[src/rtl/core/esnf_pkg.sv]
// Package for the eventual safe node finder: types, constants and codes.
package esnf_pkg;

  localparam int unsigned MaxNodesDef = 64;
  localparam int unsigned NodeW = 6;
  localparam int unsigned CountW = 7;
  localparam logic [CountW-1:0] CountReset = 7'd64;

  typedef enum logic [1:0] {
    CmdAddEdge = 2'd0,
    CmdRun     = 2'd1,
    CmdClear   = 2'd2,
    CmdUnused  = 2'd3
  } cmd_e;

  typedef struct packed {
    logic [1:0]       command;
    logic [NodeW-1:0] edge_from;
    logic [NodeW-1:0] edge_to;
  } in_item_t;

  typedef struct packed {
    logic [NodeW-1:0] safe_node;
    logic             valid_res;
    logic             last;
  } out_item_t;

  typedef enum logic [3:0] {
    StIdle,
    StClear,
    StRoot,
    StRead,
    StScan,
    StMark,
    StEmit,
    StNone
  } state_e;

  // Request from the controller to the adjacency memory.
  typedef struct packed {
    logic             we;
    logic [NodeW-1:0] waddr;
    logic [63:0]      wdata;
    logic             re;
    logic [NodeW-1:0] raddr;
  } adj_req_t;

endpackage

[src/rtl/core/esnf_stack_mem.sv]
// Walk stack memory: node and scan cursor per depth, registered read.
module esnf_stack_mem #(
  parameter int unsigned MaxNodes = esnf_pkg::MaxNodesDef
) (
  input  logic                          clk_i,
  input  logic                          we_i,
  input  logic [$clog2(MaxNodes)-1:0]   waddr_i,
  input  logic [esnf_pkg::NodeW-1:0]    wnode_i,
  input  logic [esnf_pkg::CountW-1:0]   wcur_i,
  input  logic [$clog2(MaxNodes)-1:0]   raddr_i,
  output logic [esnf_pkg::NodeW-1:0]    rnode_o,
  output logic [esnf_pkg::CountW-1:0]   rcur_o
);
  import esnf_pkg::*;

  logic [NodeW+CountW-1:0] mem_q [MaxNodes];
  logic [NodeW+CountW-1:0] rd_q;

  always_ff @(posedge clk_i) begin
    if (we_i) begin
      mem_q[waddr_i] <= {wnode_i, wcur_i};
    end
    rd_q <= mem_q[raddr_i];
  end

  assign rnode_o = rd_q[NodeW+CountW-1:CountW];
  assign rcur_o  = rd_q[CountW-1:0];
endmodule

[config.mk]
export PLATFORM = sky130hd
export DESIGN_NAME = esnf_stack_mem
export DESIGN_NICKNAME = d
export VERILOG_FILES = /design/src/rtl/core/esnf_pkg.sv /design/src/rtl/core/esnf_stack_mem.sv
export SDC_FILE = /design/constraint.sdc
export NUM_CORES = 1
export LEC_CHECK = 0
export BUFFER_PORTS_ARGS = -buffer_cell sky130_fd_sc_hd__buf_4
export CAP_MARGIN = 5
export CORE_MARGIN = 5
export CORE_UTILIZATION = 40
export DETAILED_ROUTE_END_ITERATION = 8
export GPL_ROUTABILITY_DRIVEN = 0
export GPL_TIMING_DRIVEN = 0
export SYNTH_ARGS = -nofsm -noshare
export SYNTH_HDL_FRONTEND = slang
export SYNTH_SLANG_ARGS = --single-unit
[constraint.sdc]
create_clock -name clk_i -period 2.3 [get_ports clk_i]
set_clock_uncertainty 0.2 [all_clocks]
set_input_delay 0.23 -clock clk_i [delete_from_list [all_inputs] [get_ports clk_i]]
set_output_delay 0.23 -clock clk_i [all_outputs]
set_load 0.02 [all_outputs]
; ---- Yosys cells after proc, flatten, opt, wreduce, memory -nomap -nowiden
; Memory sizes are Yosys's and may differ from the RTL's. A register that Yosys moved wholly into a read port is not among the register bits.
; Cells that the tools add are included.
[classes]
mux = 2
[op_table]
columns = cell, n
row1 = 2-to-1 mux 1 bit, 2
[word_totals]
reg_bits = 0
elab_cells = 3
mem_bits_rw = 832
n_memories = 1
inputBits = 27
[mem_list]
columns = name, words, width, rd, rd_ports_with_merged_regs, write_ports, line
row1 = mem_q, 64, 13, 1, 1, 1, esnf_stack_mem.sv:16  ; logic [NodeW+CountW-1:0] mem_q [MaxNodes];

; ---- Longest topological paths before layout
[depth]
depth_word = 2
ltp_mapped = 9
depth_no_buf = 5

; ---- Worst setup path after synthesis
; Ideal clock, no wire load.
[synth_path]
path_type = in2reg
from = input port waddr_i[3]
to = memory mem_q[48][0] (netlist bit), enable pin
t_arrival_ps = 1685
setup_slack_ps = 15
cell_stages = 4
path_cell_list = clkbuf_1 > nor2b_1 > nand4b_1 > nor3_1
[synth_lines]
columns = item, line
row1 = "start, declared", esnf_stack_mem.sv:7  ; input logic [$clog2(MaxNodes)-1:0] waddr_i,
row2 = "end, declared", esnf_stack_mem.sv:16
; Straight into the memory's write port.

==> metrics.yaml <==
setup_path:
  cp_max_fo: 10
  r2r_slack_ps: 10
  endpoint_kind: "flip-flop"
  arrival_ps: 2560
  reg2reg_depth: 4
  startpoint: "raddr_i[1]"
  regToRegStartpoint: "mem_q[55][12]"
  reg2reg_to: "rd_q[12]"
  worst_setup_path_start_kind: "input pin"
  critical_path_required_ps: 2560
  path_class: "in -> reg"
  endpoint: "rd_q[12]"
global_routing:
  grt_pass1_wl_um: 116000
  antenna_found_initial: 3
  track_usage: 0.187
  grt_pass1_vias: 15800
  grt_max_degree: 65
  grt_overflow: 0
timing:
  setup_viol: 0
  timing.fmax_mhz: 435
  period_minus_slack_ps: 2300
  worst_hold_slack_ps: -2.50
  tightest_slew_ps: 1080
  rsz0062_at_grt: "yes"
  finalHoldViolCount: 1
  slew-limit-headroom: 0.280
  finalCritPeriodShare: 1.00
  drv_slew: 0
yosys:
  syn-num-nets: 1429
  synth.distinct_cells: 44
  yosysWarnings: 0
  postSynthAreaPerCell_um2: 23.1
  synthFlopType: "edfxtp_1"
  synth_area_leaders: "edfxtp_1 (77%), mux4_2 (16%), mux2i_1 (1.2%)"
  synth_largest_area_cell: "edfxtp_1"
  ys_ff_latch: 845
  ys_seq_area_frac: 0.780
  synth_edf_count: 832
  syn_area_um2: 32300
  async_reset_ff_frac: 0
  synth_top_cell_area_share: 0.772
  synthCells: 1402
status:
  status: "complete, but fails checks"
  violations: "hold timing"
cts:
  clk_pin_slew_ps: 60
  post-cts-setup-buffers: 0
  numCtsBuffers: 84
  cts_tree: "built"
  clk_latency_ps: 620
  cts_root_buffer: "clkbuf_16"
  htreeDepth: 3
  cts_sinks: 845
  clockBufferDepth: 3
die:
  core_um2: 80400
  die-area_um2: 86600
  io_pins: 40
  die_x_um: 294
  die_y_um: 294
  rows: 104
  initial_core_util: 0.402
finish:
  fin_util: 0.464
  areaGrowthSynthToFinish_pct: 15.4
  final_common_cell: "edfxtp_1"
  drive_gt1_frac: 0.323
  instances_no_fill: 2693
  fillers: 6615
  mostFrequentLayoutCells: "edfxtp_1 (832), mux4_2 (223), clkbuf_16 (89)"
  nets: 1592
place:
  port_buffers: 33
  dp_cells: 2528
  dp_hpwl_um: 50900
routing:
  drc: 0
  first_pass_iters: 5
  ant_nets: 0
  drt_iter0_markers: 1807
  via_count: 15600
  wirelength_um: 80600
  wl_per_cell_um: 29.9
  routed_via_density: 5.79
power_and_ir_drop:
  p_leak_uw: 0.0116
  power_density_nw_per_um2: 852
  max-vdd-ir-drop_mv: 0.545
run:
  drv_cap: 0
min_path:
  hold_class: "in -> reg"
state kept, by name, summed over array words and instances (netlist names):
signal / flops
rd_q: 13
mem_q: 832
worst min-delay path by stage:
stage	from	endpoint	slack (ps)	cells past startpoint
floorplan	wcur_i[0]	mem_q[0][0]	130	0
global placement	rd_q[7]	rnode_o[0]	440	1
detailed placement	rd_q[9]	rnode_o[2]	440	1
CTS	wcur_i[6]	mem_q[49][6]	2	1
global route	wcur_i[6]	mem_q[34][6]	30	1
finish	wcur_i[6]	mem_q[34][6]	-2	1
Yosys cell counts (3+ instances only):
master     instances
buf_2             23
buf_1              3
clkbuf_1          25
nor2b_1           19
nand3b_1           4
buf_6              8
o221ai_1          15
a21oi_1           10
dfxtp_1           13
mux2_2             3
o31ai_1            8
buf_4             17
mux4_2           223
edfxtp_1         832
a2111oi_0          3
nand2_1           14
o21ai_1            6
nand2b_1           5
a22oi_1            9
a211oi_1          12
nor2_1            71
o22ai_1            3
mux2i_1           39
nand3_1            6
o21ai_0            5
per-stage QoR:
stage	TNS, ps	instance area, µm²	power, µW	hold WS [ps]	setup WS, ps
2_1_floorplan	0	32300	18300	129	15.2
3_3_place_gp	-499590	33900	19100	444	-1740
6_report	0	37300	31800	-2.50	0.0797
5_1_grt	-34.2	37300	32700	25.8	-20.5
3_5_place_dp	-215350	34400	19100	443	-1740
4_1_cts	0	37300	32000	2.45	3.44
power breakdown:
group | internal, µW | total, µW | switching [µW]
registers | 17000 | 17100 | 28.8
clock network | 7390 | 12900 | 5560
logic | 651 | 1770 | 1120
total | 25100 | 31800 | 6710
critical path, cell delays in order:
cell and delay [ps]:
buf_4 230, buf_4 330, clkbuf_4 310, mux4_2 380, mux4_2 560, o21ai_2 320, o31ai_1 170
logic make-up (layout without fill, tap and decap cells):
| logic type | after synthesis | after routing | share of synthesized area |
|---|---|---|---|
| AO/OA/AOI/OAI | 82 | 82 | 0.0185 |
| buffers and inverters | 79 | 307 | 0.0139 |
| flip-flops | 845 | 845 | 0.780 |
| multiplexers | 265 | 265 | 0.168 |
| other | 0 | 3 | 0 |
| AND/OR/NAND/NOR | 131 | 131 | 0.0188 |
cell type report:
type / count / area (µm²) / area share
diodes: 3 / 7.51 / 0.000201
clock buffers: 114 / 2320 / 0.0622
multi-input cells: 478 / 6870 / 0.184
plain buffers: 74 / 509 / 0.0136
clock inverters: 37 / 248 / 0.00664
flip-flops and latches: 845 / 25200 / 0.677
well taps: 1060 / 1330 / 0.0355
repair buffers: 79 / 771 / 0.0207
inverters: 3 / 13.8 / 0.000369
layer usage:
layer	wire length, µm	vias to the layer above	share of wire	track usage
met5	17	-	0.00021	0
met4	2330	2	0.029	0.0592
met3	6370	125	0.079	0.0357
met2	38900	705	0.48	0.296
met1	33100	8448	0.41	0.265
li1	-	6304	-	-
timing repair:
| action | in CTS | in global routing |
|---|---|---|
| hold buffers | 12 | 1 |
| setup endpoints to repair | 19 | 19 |
| endpoints found under the hold margin | 379 | 10 |
| pin swaps | 0 | 2 |
| gates resized for setup | 43 | 16 |
Power figures use the tool's default switching activity.
